File: src/sv/afd_pkg.sv
// ----------------------------------------------------------------------------
// afd_pkg
// Shared types and constants for the authentication frame decoder.
// ----------------------------------------------------------------------------
package afd_pkg;

   localparam int unsigned QUEUE_DEPTH_DEFAULT = 4;

   localparam int unsigned LEN_W      = 10;
   localparam int unsigned INDEX_W    = 9;
   localparam int unsigned MAX_LEN_BYTES = 10;

   localparam logic [1:0] KIND_REQUEST  = 2'd0;
   localparam logic [1:0] KIND_ACCEPTED = 2'd1;
   localparam logic [1:0] KIND_REJECTED = 2'd2;

   localparam logic OUT_BODY    = 1'b0;
   localparam logic OUT_VERDICT = 1'b1;

   // register indexes on the configuration port
   localparam logic [2:0] REG_TAG_REQUEST  = 3'd0;
   localparam logic [2:0] REG_TAG_REPLY    = 3'd1;
   localparam logic [2:0] REG_CODE_ACCEPT  = 3'd2;
   localparam logic [2:0] REG_CODE_REJECT  = 3'd3;
   localparam logic [2:0] REG_MAX_ID_LEN   = 3'd4;
   localparam logic [2:0] REG_MAX_RSN_LEN  = 3'd5;

   typedef struct packed {
      logic [7:0] tag_request;
      logic [7:0] tag_reply;
      logic [7:0] code_accepted;
      logic [7:0] code_rejected;
      logic [7:0] max_id_length;
      logic [8:0] max_reason_length;
   } afd_cfg_type;

   // results caused by one input byte: an optional body byte and an
   // optional verdict, sharing kind and length
   typedef struct packed {
      logic               body_valid;
      logic [7:0]         body_byte;
      logic [INDEX_W-1:0] body_index;
      logic               verdict_valid;
      logic               frame_ok;
      logic [1:0]         message_kind;
      logic [LEN_W-1:0]   declared_length;
   } afd_entry_type;

endpackage

File: src/sv/auth_frame_decoder.sv
// ----------------------------------------------------------------------------
// auth_frame_decoder
// Byte-serial parser for tagged, LEB128 length-prefixed frames.
// ----------------------------------------------------------------------------
// Takes one frame byte per transfer on req_ (tlast ends a frame) and gives
// body bytes with their index and one verdict per frame on rsp_. The parser
// accepts a byte every cycle while the result queue (QueueDepth entries) has
// room; a byte that yields both a body byte and the verdict gives two results
// in turn, so sustained rate is one byte per cycle except at frame ends, where
// the single-result-per-cycle output register sets the pace, and while
// rsp_tready is low. Each result passes the queue and then the output register.
// Registers sit at byte addresses 0x00..0x14 of the csr_ port; the user must
// write them only while the block is idle, which the block does not enforce.
// ----------------------------------------------------------------------------
module auth_frame_decoder
   import afd_pkg::*;
#(
   parameter int unsigned QueueDepth = QUEUE_DEPTH_DEFAULT
)
(
   input  logic        clock,
   input  logic        reset,
   input  logic        req_tvalid,
   output logic        req_tready,
   input  logic [7:0]  req_tdata,   // in_byte
   input  logic        req_tlast,   // last_byte
   output logic        rsp_tvalid,
   input  logic        rsp_tready,
   output logic [31:0] rsp_tdata,   // [7:0] body_byte, [16:8] body_index,
                                    // [18:17] message_kind, [19] frame_ok,
                                    // [29:20] declared_length, [31:30] zero
   output logic        rsp_tuser,   // out_kind
   output logic        rsp_tlast,   // last_result
   input  logic        csr_psel,
   input  logic        csr_penable,
   input  logic        csr_pwrite,
   input  logic [4:0]  csr_paddr,
   input  logic [31:0] csr_pwdata,
   output logic [31:0] csr_prdata,
   output logic        csr_pready
);

   afd_cfg_type   cfg_ff;
   logic [2:0]    reg_sel;
   logic          wr_en;
   logic          queue_full, push, pop, head_valid;
   afd_entry_type push_entry, head_entry;

   assign csr_pready = 1'b1;
   assign reg_sel    = csr_paddr[4:2];
   assign wr_en      = csr_psel & csr_penable & csr_pwrite & csr_pready;

   always_ff @(posedge clock) begin
      if (reset) begin
         cfg_ff.tag_request       <= 8'd1;
         cfg_ff.tag_reply         <= 8'd2;
         cfg_ff.code_accepted     <= 8'd1;
         cfg_ff.code_rejected     <= 8'd0;
         cfg_ff.max_id_length     <= 8'd128;
         cfg_ff.max_reason_length <= 9'd256;
      end else if (wr_en) begin
         case (reg_sel)
            REG_TAG_REQUEST: cfg_ff.tag_request       <= csr_pwdata[7:0];
            REG_TAG_REPLY:   cfg_ff.tag_reply         <= csr_pwdata[7:0];
            REG_CODE_ACCEPT: cfg_ff.code_accepted     <= csr_pwdata[7:0];
            REG_CODE_REJECT: cfg_ff.code_rejected     <= csr_pwdata[7:0];
            REG_MAX_ID_LEN:  cfg_ff.max_id_length     <= csr_pwdata[7:0];
            REG_MAX_RSN_LEN: cfg_ff.max_reason_length <= csr_pwdata[8:0];
            default: ;
         endcase
      end
   end

   always_comb begin
      case (reg_sel)
         REG_TAG_REQUEST: csr_prdata = {24'd0, cfg_ff.tag_request};
         REG_TAG_REPLY:   csr_prdata = {24'd0, cfg_ff.tag_reply};
         REG_CODE_ACCEPT: csr_prdata = {24'd0, cfg_ff.code_accepted};
         REG_CODE_REJECT: csr_prdata = {24'd0, cfg_ff.code_rejected};
         REG_MAX_ID_LEN:  csr_prdata = {24'd0, cfg_ff.max_id_length};
         REG_MAX_RSN_LEN: csr_prdata = {23'd0, cfg_ff.max_reason_length};
         default:         csr_prdata = 32'd0;
      endcase
   end

   afd_front u_front (
      .clock      (clock),
      .reset      (reset),
      .cfg        (cfg_ff),
      .req_tvalid (req_tvalid),
      .req_tready (req_tready),
      .req_tdata  (req_tdata),
      .req_tlast  (req_tlast),
      .queue_full (queue_full),
      .push       (push),
      .push_entry (push_entry)
   );

   afd_queue #(
      .Depth (QueueDepth)
   ) u_queue (
      .clock      (clock),
      .reset      (reset),
      .push       (push),
      .push_entry (push_entry),
      .full       (queue_full),
      .pop        (pop),
      .head_valid (head_valid),
      .head_entry (head_entry)
   );

   afd_back u_back (
      .clock      (clock),
      .reset      (reset),
      .head_valid (head_valid),
      .head_entry (head_entry),
      .pop        (pop),
      .rsp_tvalid (rsp_tvalid),
      .rsp_tready (rsp_tready),
      .rsp_tdata  (rsp_tdata),
      .rsp_tuser  (rsp_tuser),
      .rsp_tlast  (rsp_tlast)
   );

endmodule

File: src/sv/afd_front.sv
// ----------------------------------------------------------------------------
// afd_front
// Byte parser: tracks the frame phase, decodes the LEB128 length and
// pushes the results of each byte into the result queue.
// ----------------------------------------------------------------------------
module afd_front
   import afd_pkg::*;
(
   input  logic          clock,
   input  logic          reset,
   input  afd_cfg_type   cfg,
   input  logic          req_tvalid,
   output logic          req_tready,
   input  logic [7:0]    req_tdata,
   input  logic          req_tlast,
   input  logic          queue_full,
   output logic          push,
   output afd_entry_type push_entry
);

   typedef enum logic [2:0] {
      PH_TAG, PH_FLAG, PH_LEN, PH_BODY, PH_DONE, PH_SKIP
   } phase_type;

   phase_type        phase_ff, phase_in;
   logic [1:0]       kind_ff, kind_in;
   logic [3:0]       shift_ff, shift_in;
   logic [LEN_W-1:0] len_lo_ff, len_lo_in;   // low bits of the length
   logic             len_hi_ff, len_hi_in;   // any bit at or above LEN_W set
   logic [LEN_W-1:0] count_ff, count_in;

   logic             accept;
   logic [7:0]       b;
   logic [9:0]       limit;
   logic             emit_body;
   logic             ok;

   assign req_tready = ~queue_full;
   assign accept     = req_tvalid & req_tready;
   assign b          = req_tdata;

   always_comb begin
      phase_in  = phase_ff;
      kind_in   = kind_ff;
      shift_in  = shift_ff;
      len_lo_in = len_lo_ff;
      len_hi_in = len_hi_ff;
      count_in  = count_ff;
      emit_body = 1'b0;
      limit     = 10'd0;
      ok        = 1'b0;

      case (phase_ff)
         PH_TAG: begin
            if (b == cfg.tag_request) begin
               kind_in  = KIND_REQUEST;
               phase_in = PH_LEN;
            end else if (b == cfg.tag_reply) begin
               kind_in  = KIND_ACCEPTED;
               phase_in = PH_FLAG;
            end else begin
               phase_in = PH_SKIP;
            end
         end
         PH_FLAG: begin
            if (b == cfg.code_accepted) begin
               kind_in  = KIND_ACCEPTED;
               phase_in = PH_DONE;
            end else if (b == cfg.code_rejected) begin
               kind_in  = KIND_REJECTED;
               phase_in = PH_LEN;
            end else begin
               phase_in = PH_SKIP;
            end
         end
         PH_LEN: begin
            if (shift_ff >= 4'(MAX_LEN_BYTES)) begin
               phase_in = PH_SKIP;
            end else begin
               // fold seven payload bits in; only the low ten are kept exact
               case (shift_ff)
                  4'd0: len_lo_in = len_lo_ff | {3'b000, b[6:0]};
                  4'd1: begin
                     len_lo_in = len_lo_ff | {b[2:0], 7'b0000000};
                     len_hi_in = len_hi_ff | (|b[6:3]);
                  end
                  4'd9:    len_hi_in = len_hi_ff | b[0];
                  default: len_hi_in = len_hi_ff | (|b[6:0]);
               endcase
               shift_in = shift_ff + 4'd1;
               if (!b[7]) begin
                  limit = (kind_ff == KIND_REQUEST) ? {2'b00, cfg.max_id_length}
                                                    : {1'b0, cfg.max_reason_length};
                  if (len_hi_in || len_lo_in > limit) begin
                     phase_in = PH_SKIP;
                  end else begin
                     count_in = '0;
                     phase_in = PH_BODY;
                  end
               end
            end
         end
         PH_BODY: begin
            if (len_hi_ff || count_ff < len_lo_ff) begin
               emit_body = 1'b1;
               count_in  = count_ff + 1'b1;
            end else begin
               phase_in = PH_SKIP;
            end
         end
         default: ;
      endcase

      ok = (phase_in == PH_DONE) ||
           (phase_in == PH_BODY && !len_hi_in && count_in == len_lo_in);

      push_entry.body_valid      = emit_body;
      push_entry.body_byte       = b;
      push_entry.body_index      = count_ff[INDEX_W-1:0];
      push_entry.verdict_valid   = req_tlast;
      push_entry.frame_ok        = ok;
      push_entry.message_kind    = kind_in;
      push_entry.declared_length = len_hi_in ? {LEN_W{1'b1}} : len_lo_in;

      // end of frame: back to the tag phase
      if (req_tlast) begin
         phase_in  = PH_TAG;
         kind_in   = KIND_REQUEST;
         shift_in  = '0;
         len_lo_in = '0;
         len_hi_in = 1'b0;
         count_in  = '0;
      end
   end

   assign push = accept & (emit_body | req_tlast);

   always_ff @(posedge clock) begin
      if (reset) begin
         phase_ff  <= PH_TAG;
         kind_ff   <= KIND_REQUEST;
         shift_ff  <= '0;
         len_lo_ff <= '0;
         len_hi_ff <= 1'b0;
         count_ff  <= '0;
      end else if (accept) begin
         phase_ff  <= phase_in;
         kind_ff   <= kind_in;
         shift_ff  <= shift_in;
         len_lo_ff <= len_lo_in;
         len_hi_ff <= len_hi_in;
         count_ff  <= count_in;
      end
   end

endmodule

File: src/sv/afd_queue.sv
// ----------------------------------------------------------------------------
// afd_queue
// Small register queue between the parser and the result emitter.
// ----------------------------------------------------------------------------
module afd_queue
   import afd_pkg::*;
#(
   parameter int unsigned Depth = QUEUE_DEPTH_DEFAULT
)
(
   input  logic          clock,
   input  logic          reset,
   input  logic          push,
   input  afd_entry_type push_entry,
   output logic          full,
   input  logic          pop,
   output logic          head_valid,
   output afd_entry_type head_entry
);

   localparam int unsigned PtrW = (Depth > 1) ? $clog2(Depth) : 1;
   localparam int unsigned CntW = $clog2(Depth + 1);

   afd_entry_type     slot_ff [Depth];
   logic [PtrW-1:0]   wr_ptr_ff, rd_ptr_ff;
   logic [CntW-1:0]   count_ff;
   logic              do_push, do_pop;

   assign full       = (count_ff == CntW'(Depth));
   assign head_valid = (count_ff != '0);
   assign head_entry = slot_ff[rd_ptr_ff];
   assign do_push    = push & ~full;
   assign do_pop     = pop & head_valid;

   always_ff @(posedge clock) begin
      if (do_push) begin
         slot_ff[wr_ptr_ff] <= push_entry;
      end
   end

   always_ff @(posedge clock) begin
      if (reset) begin
         wr_ptr_ff <= '0;
         rd_ptr_ff <= '0;
         count_ff  <= '0;
      end else begin
         if (do_push) begin
            wr_ptr_ff <= (wr_ptr_ff == PtrW'(Depth - 1)) ? '0 : wr_ptr_ff + 1'b1;
         end
         if (do_pop) begin
            rd_ptr_ff <= (rd_ptr_ff == PtrW'(Depth - 1)) ? '0 : rd_ptr_ff + 1'b1;
         end
         case ({do_push, do_pop})
            2'b10:   count_ff <= count_ff + 1'b1;
            2'b01:   count_ff <= count_ff - 1'b1;
            default: count_ff <= count_ff;
         endcase
      end
   end

endmodule

File: src/sv/afd_back.sv
// ----------------------------------------------------------------------------
// afd_back
// Result emitter: splits each queue entry into its body-byte and verdict
// results and drives the registered result channel.
// ----------------------------------------------------------------------------
module afd_back
   import afd_pkg::*;
(
   input  logic          clock,
   input  logic          reset,
   input  logic          head_valid,
   input  afd_entry_type head_entry,
   output logic          pop,
   output logic          rsp_tvalid,
   input  logic          rsp_tready,
   output logic [31:0]   rsp_tdata,   // body_byte, body_index, message_kind,
                                      // frame_ok, declared_length, zero pad
   output logic          rsp_tuser,   // out_kind
   output logic          rsp_tlast    // last_result
);

   logic        valid_ff, valid_in;
   logic [31:0] data_ff, data_in;
   logic        kind_ff, kind_in;
   logic        last_ff, last_in;
   logic        body_done_ff, body_done_in;   // body half of the head already sent
   logic        out_free, load, send_body;

   assign out_free  = ~valid_ff | rsp_tready;
   assign load      = out_free & head_valid;
   assign send_body = head_entry.body_valid & ~body_done_ff;

   always_comb begin
      valid_in     = valid_ff & ~rsp_tready;
      data_in      = data_ff;
      kind_in      = kind_ff;
      last_in      = last_ff;
      body_done_in = body_done_ff;
      pop          = 1'b0;
      if (load) begin
         valid_in = 1'b1;
         if (send_body) begin
            data_in = {2'b00, head_entry.declared_length, 1'b0,
                       head_entry.message_kind, head_entry.body_index,
                       head_entry.body_byte};
            kind_in = OUT_BODY;
            last_in = ~head_entry.verdict_valid;
            if (head_entry.verdict_valid) begin
               body_done_in = 1'b1;
            end else begin
               pop = 1'b1;
            end
         end else begin
            data_in = {2'b00, head_entry.declared_length, head_entry.frame_ok,
                       head_entry.message_kind, {INDEX_W{1'b0}}, 8'h00};
            kind_in      = OUT_VERDICT;
            last_in      = 1'b1;
            body_done_in = 1'b0;
            pop          = 1'b1;
         end
      end
   end

   always_ff @(posedge clock) begin
      if (reset) begin
         valid_ff     <= 1'b0;
         body_done_ff <= 1'b0;
      end else begin
         valid_ff     <= valid_in;
         body_done_ff <= body_done_in;
      end
      data_ff <= data_in;
      kind_ff <= kind_in;
      last_ff <= last_in;
   end

   assign rsp_tvalid = valid_ff;
   assign rsp_tdata  = data_ff;
   assign rsp_tuser  = kind_ff;
   assign rsp_tlast  = last_ff;

endmodule
File: config.mk
export PLATFORM = sky130hd
export DESIGN_NAME = auth_frame_decoder
export DESIGN_NICKNAME = d
export VERILOG_FILES = /design/src/sv/afd_pkg.sv /design/src/sv/auth_frame_decoder.sv /design/src/sv/afd_front.sv /design/src/sv/afd_queue.sv /design/src/sv/afd_back.sv
export SDC_FILE = /design/constraint.sdc
export NUM_CORES = 1
export LEC_CHECK = 0
export CAP_MARGIN = 25
export CORE_ASPECT_RATIO = 1.1
export CORE_MARGIN = 4
export CORE_UTILIZATION = 30
export CTS_BUF_LIST = sky130_fd_sc_hd__clkbuf_8 sky130_fd_sc_hd__clkbuf_16
export CTS_CLUSTER_DIAMETER = 150
export DETAILED_ROUTE_END_ITERATION = 8
export DONT_BUFFER_PORTS = 1
export PLACE_DENSITY = 0.49
export RECOVER_POWER = 50
export SYNTH_ARGS = -nofsm -noshare
export SYNTH_HDL_FRONTEND = slang
export SYNTH_SLANG_ARGS = --single-unit
export TNS_END_PERCENT = 5
File: constraint.sdc
create_clock -name clock -period 9.45 [get_ports clock]
set_input_delay 1.4175 -clock clock [delete_from_list [all_inputs] [get_ports clock]]
set_output_delay 1.4175 -clock clock [all_outputs]
set_load 0.005 [all_outputs]
# Word-level counts from Yosys, hierarchy flattened
# Memory sizes are Yosys's and may differ from the RTL's. A register that Yosys moved wholly into a read port is not among the register bits.
# Index checks and enable logic that the tools add are counted.
# word_totals
regBits	122
mem_bits_rw	128
in_bits	53
n_memories	1
# op_classes
n_addsub	6
magnitude_cmp	3
eq_ne	24
n_mux	56
bitwise_logic	21
n_reduce_logical	23
# mem_list
name	words	word_bits	read_ports	rd_ports_with_merged_regs	wr	line_no	rtl
u_queue.slot_ff	4	32	1	1	1	afd_queue.sv:24	afd_entry_type slot_ff [Depth];
# op_table
cell	count
10-bit two-way mux	11
9-bit one-hot mux with 6 select lines	1
10-bit one-hot mux with 2 select lines	2
8-bit equality test	4
3-bit two-way mux	9
2-bit two-way mux	9
1-bit two-way mux	16
3-bit by 2-bit equality test with 1-bit output (second input constant)	5
2-bit AND reduction	7
3-bit equality test (second input constant)	4
4-bit two-way mux	3
3-bit one-hot mux with 4 select lines	1
10-bit by 1-bit adder with 10-bit output (second input constant)	1
10-bit equality test	1
10-bit greater-than comparator	1
10-bit < comparator	1
10-bit OR	1
10-bit by 7-bit OR with 10-bit output	1
1-bit AND	9
9-bit two-way mux	1
7-bit OR reduction	1
2-bit equality test (second input constant)	3
3-bit by 1-bit equality test with 1-bit output (second input constant)	2
3-bit logical NOT	2
24 further kinds	37

# Longest topological paths before layout
# Gate-level depths: netlist (run 1).
# depth
word_depth	14
ltp_mapped	16
depth_no_buf	15

# Cells and area by module
# Synthesis (run 1) repeated with hierarchy kept, for this count alone.
# unflattened
hier_cells	1020
area_unflattened_um2	12346.8
# by_module_without_submodules
mod	n_inst	cells_per_inst	area_each_um2	seq_area_each_um2
afd_queue	1	221	5104.9	4023.9
afd_front	1	459	3365.7	600.6
auth_frame_decoder	1	271	2658.8	980.9
afd_back	1	69	1217.4	1001.0

# Worst setup path after synthesis (run 1)
# Ideal clock, no wire load.
# synth_path
path_type	in2reg
startpoint	in rsp_tready
endpoint	reg u_queue.count_ff[2]
setup_time_ps	71
arrival_ps	4825
t_required_ps	9379
slack_ps	4554
path_stages	10
n_path_buf	0
cell_sequence	inv_1 > a21oi_1 > nand2_1 > inv_1 > ha_1 > inv_1 > fa_1 > xor2_1 > or3_1 > a21oi_1
# synth_via
elab_chain_len	6
# synth_rtl
item	line_no	rtl
start, declared	auth_frame_decoder.sv:28	input logic rsp_tready,
1-bit OR *	afd_back.sv:29	assign out_free = ~valid_ff | rsp_tready;
1-bit AND *	afd_back.sv:30	assign load = out_free & head_valid;
net u_back.load	afd_back.sv:27	logic out_free, load, send_body;
1-bit two-way mux *	afd_back.sv:40	if (load) begin
1-bit AND *	afd_queue.sv:33	assign do_pop = pop & head_valid;
net u_queue.do_pop	afd_queue.sv:27	logic do_push, do_pop;
2-bit by 1-bit equality test with 1-bit output / 2-bit equality test (equally long branches)	afd_queue.sv:53	case ({do_push, do_pop})
3-bit one-hot mux with 2 select lines / 2-bit nonzero test (equally long branches)	n/a	
end signal, assigned	afd_queue.sv:54	2'b10: count_ff <= count_ff + 1'b1;
end signal, assigned	afd_queue.sv:55	2'b01: count_ff <= count_ff - 1'b1;
end signal, assigned	afd_queue.sv:56	default: count_ff <= count_ff;
end, declared	afd_queue.sv:26	logic [CntW-1:0] count_ff;
# The timed path passes the listed nets; every way through them passes the cells marked *.
# A chain may end at the register's enable or synchronous reset.

==> flow_results.org, run 1 <==
** STA
- Of the available clock period, the critical path in the final layout requires 0.514.
- Max-slew violation total from the final report :: 66
- Measured against its own limit, the worst slew margin works out to -0.884.
- Setup repair after global routing left no endpoint under its margin.
- The tightest hold path in the finished design has a slack of 0.478 ns.
- Slew of the pin with the lowest slew margin :: 2.83 ns
- Post-Route Skew :: 0.0179 ns
- Final count of hold timing violations :: 0
- Setup slack on the critical path of the routed design comes to 4.60 ns.
- Minimum clock period after layout :: 4.85 ns
- Fmax :: 206 MHz
- Setup TNS :: 0 ns
- Final-report setup violation count :: 0

** Synthesis
- Seq cells post-synth :: 250
- Ys Warns :: 0
- Area share of the largest cell type after synthesis :: 0.397
- sky130_fd_sc_hd__edfxtp_1 takes more of the synthesized area than any other cell.
- For this run, the register share of the synthesized area comes to 0.546.
- Top cells by area in the synthesized netlist :: sky130_fd_sc_hd__edfxtp_1 (40%), sky130_fd_sc_hd__dfxtp_1 (15%), sky130_fd_sc_hd__mux4_2 (6.3%), sky130_fd_sc_hd__mux2i_1 (5.0%), sky130_fd_sc_hd__nor2_1 (3.0%)
- Post-synth EDFFs :: 160
- Count of unique library cells instantiated by Yosys :: 74
- Post-synthesis instance area :: 12100 µm²
- Counting every instance in the synthesized netlist gives 1018.
- Average size of a mapped cell :: 11.9 µm²
- Asr flop ratio synth :: 0
- The most used flip-flop cell after synthesis is sky130_fd_sc_hd__edfxtp_1.

** Clock network
- CTS root buf :: sky130_fd_sc_hd__clkbuf_16
- Clock network latency to the later pin of the worst-skew pair :: 0.54 ns
- TritonCTS built the clock tree.
- Counting along the longest clock path gives a buffer depth of 3.
- Hold Buf Count CTS :: 0
- Buffers inserted during clock tree synthesis total 29.
- H-tree depth reported by CTS :: 1
- Count of cells resized by post-cts repair :: 0
- In this run the post-CTS setup repair buffer count came out at 0.
- After clock tree synthesis, the clock-pin slew on the worst setup and hold paths is 0.06 ns.
- The tree built by TritonCTS fans out to 250 sinks.

** Power and ir drop
- The share of total power dissipated in sequential elements is 0.480.
- The internal portion of the total power is 2.13 mW.
- Relative contribution of combinational cells to total power :: 0.156
- Share of total power in the clock network :: 0.364
- In this run the power spent charging and discharging nets is 0.765 mW.
- IR drop worst, VDD :: 0.150 mV
- Static leakage power :: 4.67 nW
- Of the total power, the share spent switching nets is 0.264.
- Overall power consumption after layout is estimated at 2.90 mW.
- In this run the power density over the cells is 217 nW/µm².

** Finish
- For this run, the post-layout net count is 1088.
- Of the cells placed in the final design, the portion with a size suffix greater than 1 is 0.110.
- Counting the fill cells in the layout gives 3970.
- Final core area utilization :: 0.338
- Count of placed standard cells in the final layout, fillers left out :: 1533
- Relative to the synthesized area, the layout overhead comes to 10.6%.
- Post-route standard cell area excluding fillers :: 13400 µm²
- The number of antenna diodes in the final layout is 0.

** GRT
- The first global-routing pass estimated 47.5 mm of wire.
- The via count of the first global-routing pass is 7729.
- For this run, the total global-route usage over all layers was measured as 0.139.
- After global routing the overflow that remains totals 0.
- The initial antenna violation count is 0.
- Entering global routing, the biggest net connects 78 pins.

** Hold path
- The worst hold path begins at u_queue.rd_ptr_ff[1].
- In this run the worst hold path is classified as register to register.

** Worst setup path
- STA classifies the critical path startpoint as a register.
- CP Capture Type :: register
- Startpoint-to-endpoint class of the critical path :: register to register
- Of all nets on the critical path, the largest fanout is 31.
- For the worst setup path, the data required time is 9.92 ns.
- Arrival time reported for the critical path endpoint :: 5.33 ns

** Detailed routing
- Via count :: 7836
- After detailed routing, the average wire length per cell comes to 20.0 µm.
- Dividing the detail-routed via count by the number of cells gives 5.11.
- Starting DRC count in detailed routing :: 416
- Number of antenna-violating nets in the routed design :: 0
- DRC violations left :: 0
- The pre-antenna-repair detailed-routing pass consisted of 5 iterations.
- DRT Wirelength :: 30.7 mm

** Placed design
- Routability-driven placement finished with a final weighted congestion of 0.950.
- DP Worst Slack :: 4.91 ns
- After detailed placement, the design holds a cell count of 1478.
- Placement-stage cell area :: 12500 µm²
- Count of buffers from port buffering :: 0
- Final HPWL from detailed placement :: 20.8 mm

** Floorplanning
- The die is 200 µm wide.
- The die is 219 µm tall.
- Initial core utilization :: 0.306
- During I/O placement, the number of pins put on the boundary was 122.
- Core box area :: 39600 µm²
- Row generation in the floorplan step produced 76 rows.
- The die covers 43600 µm².

** Job
- Max-Cap Viols :: 2

** Run status
- Outcome :: finished with violations
- The final reports fail on capacitance limit, slew limit.
[cells in the mapped netlist (3+ instances only)]
library cell / n
sky130_fd_sc_hd__edfxtp_1: 160
sky130_fd_sc_hd__nor4_1: 5
sky130_fd_sc_hd__a31oi_2: 3
sky130_fd_sc_hd__clkbuf_1: 38
sky130_fd_sc_hd__a21oi_1: 40
sky130_fd_sc_hd__buf_2: 10
sky130_fd_sc_hd__nand4b_1: 4
sky130_fd_sc_hd__nand3_1: 18
sky130_fd_sc_hd__dfxtp_1: 90
sky130_fd_sc_hd__nand2b_1: 8
sky130_fd_sc_hd__a211o_1: 7
sky130_fd_sc_hd__o21ai_0: 30
sky130_fd_sc_hd__a211oi_1: 10
sky130_fd_sc_hd__a32oi_1: 6
sky130_fd_sc_hd__inv_1: 36
sky130_fd_sc_hd__nand2_1: 54
sky130_fd_sc_hd__o31ai_1: 7
sky130_fd_sc_hd__a41oi_1: 3
sky130_fd_sc_hd__o22ai_1: 9
sky130_fd_sc_hd__ha_1: 29
sky130_fd_sc_hd__xor2_1: 11
sky130_fd_sc_hd__nor3_1: 20
sky130_fd_sc_hd__and2_1: 7
sky130_fd_sc_hd__o21ai_1: 5
sky130_fd_sc_hd__buf_1: 9
sky130_fd_sc_hd__or3_1: 4
sky130_fd_sc_hd__mux2i_1: 60
sky130_fd_sc_hd__nor2_1: 98
sky130_fd_sc_hd__a22oi_1: 18
sky130_fd_sc_hd__mux2_2: 10
sky130_fd_sc_hd__a31o_2: 3
sky130_fd_sc_hd__a21o_1: 4
sky130_fd_sc_hd__nor2b_1: 30
sky130_fd_sc_hd__and3_1: 14
sky130_fd_sc_hd__nand4_1: 18
sky130_fd_sc_hd__mux4_2: 34
sky130_fd_sc_hd__a31oi_1: 8
sky130_fd_sc_hd__xnor2_1: 29
sky130_fd_sc_hd__buf_4: 29
[cell families (layout without fill, tap and decap cells)]
family	Yosys count	in the layout	synth area share
buffers and inverters	123	107	0.0488
and+or+nand+nor	292	292	0.121
AOI/OAI and AO/OA	176	176	0.0996
adders and majority gates	30	30	0.0316
muxes	105	105	0.123
xor gates and xnor gates	40	40	0.0289
DFF	250	250	0.546
other	2	26	0.000621
[power by group through the flow]
stage	combinational (mW)	clock, mW	sequential, mW
detailed placement	0.474	0	1.42
finish	0.454	1.05	1.39
global placement	0.471	0	1.41
global route	0.518	1.14	1.41
floorplan	0.366	0	1.39
CTS	0.474	1.09	1.39
[flip-flops by register name, summed over array words and instances, names as in the netlist, 3 cells and up, named ones only]
name               count
u_front.len_lo_ff     10
u_back.rsp_tdata      30
u_front.count_ff      10
cfg_ff                49
u_front.phase_ff       3
u_queue.count_ff       3
u_queue.slot_ff      128
u_front.shift_ff       4
[path summary, 6_finish.rpt]
kind / endpoint / slack [ns] / depth (start not counted)
min: u_queue.rd_ptr_ff[1] / 0.48 / 2
max: u_queue.count_ff[2] / 4.60 / 11
max reg2reg: u_queue.count_ff[2] / 4.60 / 11
min reg2reg: u_queue.rd_ptr_ff[1] / 0.48 / 2
[final cells by class]
class / count / area [µm²] / share of cell area
Timing Repair Buffer: 19 / 108 / 0.00804
Tap cell: 507 / 634 / 0.0474
Sequential cell: 250 / 6610 / 0.493
Clock inverter: 22 / 159 / 0.0119
Clock buffer: 30 / 739 / 0.0552
Multi-Input combinational cell: 669 / 5010 / 0.374
Inverter: 36 / 135 / 0.0101
[worst max-delay path: stages (launching register included)]
cell and delay (ns):
sky130_fd_sc_hd__dfxtp_1 0.35, sky130_fd_sc_hd__clkbuf_1 2.01, sky130_fd_sc_hd__mux4_2 0.70, sky130_fd_sc_hd__nand2b_1 0.19, sky130_fd_sc_hd__nand2_1 0.14, sky130_fd_sc_hd__inv_1 0.11
sky130_fd_sc_hd__ha_1 0.19, sky130_fd_sc_hd__inv_1 0.07, sky130_fd_sc_hd__fa_1 0.43, sky130_fd_sc_hd__xor2_1 0.16, sky130_fd_sc_hd__or3_1 0.30, sky130_fd_sc_hd__a21oi_1 0.14
[routing by layer]
metal,vias up,part of all wire,track usage
met5,-,0,0
met3,43,0.053,0.0285
met4,0,0.019,0.0301
met1,3862,0.44,0.188
met2,198,0.48,0.231
li1,3733,-,-
[cell usage in the layout, fill, tap and decap left out, types with 30 or more instances in the layout]
| master | count |
|---|---|
| sky130_fd_sc_hd__a21oi_1 | 39 |
| sky130_fd_sc_hd__dfxtp_1 | 90 |
| sky130_fd_sc_hd__edfxtp_1 | 160 |
| sky130_fd_sc_hd__inv_1 | 42 |
| sky130_fd_sc_hd__mux2i_1 | 60 |
| sky130_fd_sc_hd__mux4_2 | 34 |
| sky130_fd_sc_hd__nand2_1 | 54 |
| sky130_fd_sc_hd__nor2_1 | 98 |
| sky130_fd_sc_hd__nor2b_1 | 30 |
| sky130_fd_sc_hd__o21ai_0 | 30 |
(Power assumes the default switching activity.)
==> inputs of run 2 (changes only) <==
Settings changed: ABC_AREA set to 1.
Clock period 9.45 ns to 4.5 ns, I/O delays scaled along.
==> run 2 against run 1 <==
Effect of this change: the flow still finishes with violations (capacitance limit, slew limit); worst setup slack worse by 3.8 ns; clock power up 120%; critical path depth up 7; combinational power rose to 2.7 times the previous value; largest power group unchanged; non-clock buffer count down 6; power up 120%; routed wire length up 3.9%; final cell count up 20%; hold slack worse by 0.28 ns; utilization down 0.080 points; sequential share of layout area up 0.61 points; final area down 1.2%.
==> flow_results.org, run 2 <==
** Clock network
- Reg clk slew, reported paths :: 0.06 ns
- Clock tree from TritonCTS :: built
- CTS built an H-tree with a depth of 1.
- The number of clock buffers added by TritonCTS is 29.
- Post-CTS setup buffers :: 0
- Hold Buf Count CTS :: 0
- Clock network latency to the later pin of the worst-skew pair :: 0.55 ns
- Count of cells resized by post-cts repair :: 0
- The cell sitting at the root of the clock tree is a sky130_fd_sc_hd__clkbuf_16.
- Counting along the longest clock path gives a buffer depth of 3.
- Clk sink count :: 250

** Placed design
- At the end of routability-driven placement, the weighted congestion stood at 0.887.
- Final HPWL from detailed placement :: 21.2 mm
- Count of buffers from port buffering :: 0

** Synthesis
- Yosys printed 0 warnings.
- Yosys mapped a number of flops with a built-in enable equal to 160.
- Synthesis handed over a netlist of 1310 instances.
- Fraction of synthesized area in multiplexers :: 0
- Post-synthesis instance area :: 11900 µm²
- Seq cells post-synth :: 250
- Combinational family with the most area after synthesis :: simple AND/OR/NAND/NOR gates
- Area share of the largest cell type after synthesis :: 0.404
- Of the total synthesized cell area, the portion taken by XOR and XNOR cells is 0.0206.
- Average size of a mapped cell :: 9.08 µm²
- Ranked by instance count, the synthesized netlist is headed by sky130_fd_sc_hd__nor2_1 (218), sky130_fd_sc_hd__nand2_1 (209), sky130_fd_sc_hd__edfxtp_1 (160), sky130_fd_sc_hd__o21ai_0 (144), sky130_fd_sc_hd__inv_1 (110).
- Fraction of the mapped netlist area in simple logic gates :: 0.191
- Asr flop ratio synth :: 0
- By area the synthesized netlist is led by sky130_fd_sc_hd__edfxtp_1 (40%), sky130_fd_sc_hd__dfxtp_1 (15%), sky130_fd_sc_hd__nor2_1 (6.9%), sky130_fd_sc_hd__nand2_1 (6.6%), sky130_fd_sc_hd__o21ai_0 (6.1%).
- Library cell with the highest instance count after synthesis :: sky130_fd_sc_hd__nor2_1
- sky130_fd_sc_hd__edfxtp_1 takes more of the synthesized area than any other cell.
- Post-synth top flop :: sky130_fd_sc_hd__edfxtp_1
- Adder and majority gate portion of the synthesized area :: 0.0322
- Compound-cell area share of the yosys netlist :: 0.127
- In this run, distinct cell masters in the synthesized netlist total 49.
- Seq/Total Area, Yosys :: 0.555

** Worst setup path
- Critical-path top delay cell :: sky130_fd_sc_hd__dfxtp_1
- Cell family with the largest share of critical-path delay :: adder cells
- CP Data Required Time :: 4.94 ns
- The critical path goes through ha_1, nand2_1, nor2_1, nand2_1, nand3_2, nand2_1, inv_1, nor2_4, inv_1, a21oi_1, inv_2, ha_1, inv_1, fa_1, a21oi_1, o21ai_0, o21ai_0, a21oi_1.
- The worst setup path is launched from a register.
- Together, buffers and inverters on the worst path number 4.
- The critical path is of the register to register type.
- For this run, the slowest stage of the critical path takes 0.43 ns.
- Worst-path fanout max :: 9
- For the worst setup path, the data arrival time is 4.11 ns.
- The worst setup path is captured at a register.

** GRT
- The first global-routing pass estimated 49.4 mm of wire.
- For this run, the total global-route usage over all layers was measured as 0.145.
- Entering global routing, the biggest net connects 65 pins.
- Number of global-route vias before repair :: 8503
- Sum of overflow across all layers after global routing :: 0
- The initial antenna violation count came to 0.

** Floorplanning
- Full die area :: 42900 µm²
- I/O pins :: 122
- The core region is 39200 µm².
- Floorplan die height :: 217 µm
- For this configuration, the core starts out at a cell density of 0.304.
- Die Width :: 198 µm
- The initialized floorplan defines 76 standard-cell rows.

** Finish
- Max FFs per register :: 128
- The multi-input combinational cells in the finished layout cover a total of 4510 µm².
- Count of nets after finishing :: 1390
- Register with the most flip-flops :: u_queue.slot_ff
- In the layout the commonest cells are sky130_fd_sc_hd__nor2_1 (214), sky130_fd_sc_hd__nand2_1 (210), sky130_fd_sc_hd__edfxtp_1 (160).
- Most common cell after layout, fill and taps aside :: sky130_fd_sc_hd__nor2_1
- Synth-to-Final Area Change :: 11.2%
- Fill cells in the final layout number 4057.
- 0 antenna diodes ended up in the layout.
- In the final layout, the share of cells above drive strength 1 is 0.0722.
- Footprint of the flip-flops and latches :: 6610 µm²
- Final core area utilization :: 0.338

** Job
- Max-Cap Viols :: 1

** Power and ir drop
- IR analysis of the VDD net gives a maximum drop of 0.337 mV.
- Power per cell area :: 488 nW/µm²
- Summed over all cells, the static leakage comes to 5.09 nW.

** STA
- Setup violations remaining at the end of the flow were counted as 0.
- RSZ-0062 raised after global routing :: false
- Max-slew violation total from the final report :: 34
- For the pin with the worst max-slew slack, the measured transition is 1.98 ns.
- Minimum clock period after layout :: 3.67 ns
- Worst relative slew slack :: -0.321
- Fmax :: 273 MHz
- Tcrit/Tclk final :: 0.815
- The final hold violation count was 0.
- After routing, the total negative slack on setup checks comes to 0 ns.
- Post-Route Skew :: 0.0151 ns

** Hold path
- In this run the worst hold path is classified as input pin to register.

** Detailed routing
- After detailed routing, the number of vias per cell comes to 4.72.
- After the first detailed-routing iteration, the DRC count stood at 416.
- The count of nets left with antenna violations once routing finished came out at 0.
- The routed layout has 8666 vias.
- In the final routed layout, each cell accounts on average for 17.3 µm.
- Number of optimization iterations in the first detailed-route pass :: 4
- In the routed design, unresolved DRC markers number 0.
- DRT Wirelength :: 31.9 mm

** Run status
- The checks that failed: capacitance limit, slew limit.
- Outcome :: finished with violations
-- run 2: power by group --
group	switching (mW)	internal, mW
sequential	0.118	2.81
combinational	0.909	0.331
clock	0.942	1.34
-- run 2: path summary, 6_finish.rpt --
path,to,startpoint,cells after the start,slack (ns)
max,u_queue.count_ff[2],u_front.count_ff[8],18,0.83
min reg2reg,cfg_ff[0],cfg_ff[0],2,0.48
min,u_front.phase_ff[2],reset,1,0.20
max reg2reg,u_queue.count_ff[2],u_front.count_ff[8],18,0.83
-- run 2: metal layers --
metal  part of all wire  global-route usage
met5                  0                   0
met2               0.48               0.243
met4              0.026              0.0436
met1               0.46               0.196
met3              0.040              0.0224
-- run 2: logic make-up after synthesis --
logic type | count (synthesis)
AO/OA/AOI/OAI | 273
XOR/XNOR | 28
adder cells (fa/ha/maj) | 30
buffers and inverters | 197
flip-flops | 250
other | 2
AND/OR/NAND/NOR | 530
-- run 2: final cells by class --
| cell class | count | share of cell area |
|---|---|---|
| Inverter | 126 | 0.0359 |
| Multi-Input combinational cell | 887 | 0.341 |
| Sequential cell | 250 | 0.499 |
| Timing Repair Buffer | 13 | 0.00596 |
| Clock inverter | 25 | 0.0150 |
| Clock buffer | 29 | 0.0549 |
| Tap cell | 507 | 0.0480 |
-- run 2: stage by stage --
step                      cell area, µm²  setup slack (ns)  cells  hold slack [ns]  power [mW]
after floorplan                    12000             0.867   1334            0.444        3.86
after global placement             12400              1.16   1783            0.461        4.26
after detailed placement           12400              1.09   1783            0.472        4.27
after CTS                          13300              1.09   1837            0.150        6.59
after global routing               13200             0.352   1837            0.167        6.84
final                              13200             0.832   1837            0.199        6.45
-- run 2: worst reg2reg max path, stage by stage (launching register included) --
cell and delay (ns):
sky130_fd_sc_hd__dfxtp_1 0.43, sky130_fd_sc_hd__ha_1 0.34, sky130_fd_sc_hd__nand2_1 0.07, sky130_fd_sc_hd__nor2_1 0.19, sky130_fd_sc_hd__nand2_1 0.09, sky130_fd_sc_hd__nand3_2 0.15, sky130_fd_sc_hd__nand2_1 0.26, sky130_fd_sc_hd__inv_1 0.29
sky130_fd_sc_hd__nor2_4 0.08, sky130_fd_sc_hd__inv_1 0.14, sky130_fd_sc_hd__a21oi_1 0.10, sky130_fd_sc_hd__inv_2 0.27, sky130_fd_sc_hd__ha_1 0.19, sky130_fd_sc_hd__inv_1 0.07, sky130_fd_sc_hd__fa_1 0.43, sky130_fd_sc_hd__a21oi_1 0.15
sky130_fd_sc_hd__o21ai_0 0.11, sky130_fd_sc_hd__o21ai_0 0.16, sky130_fd_sc_hd__a21oi_1 0.05
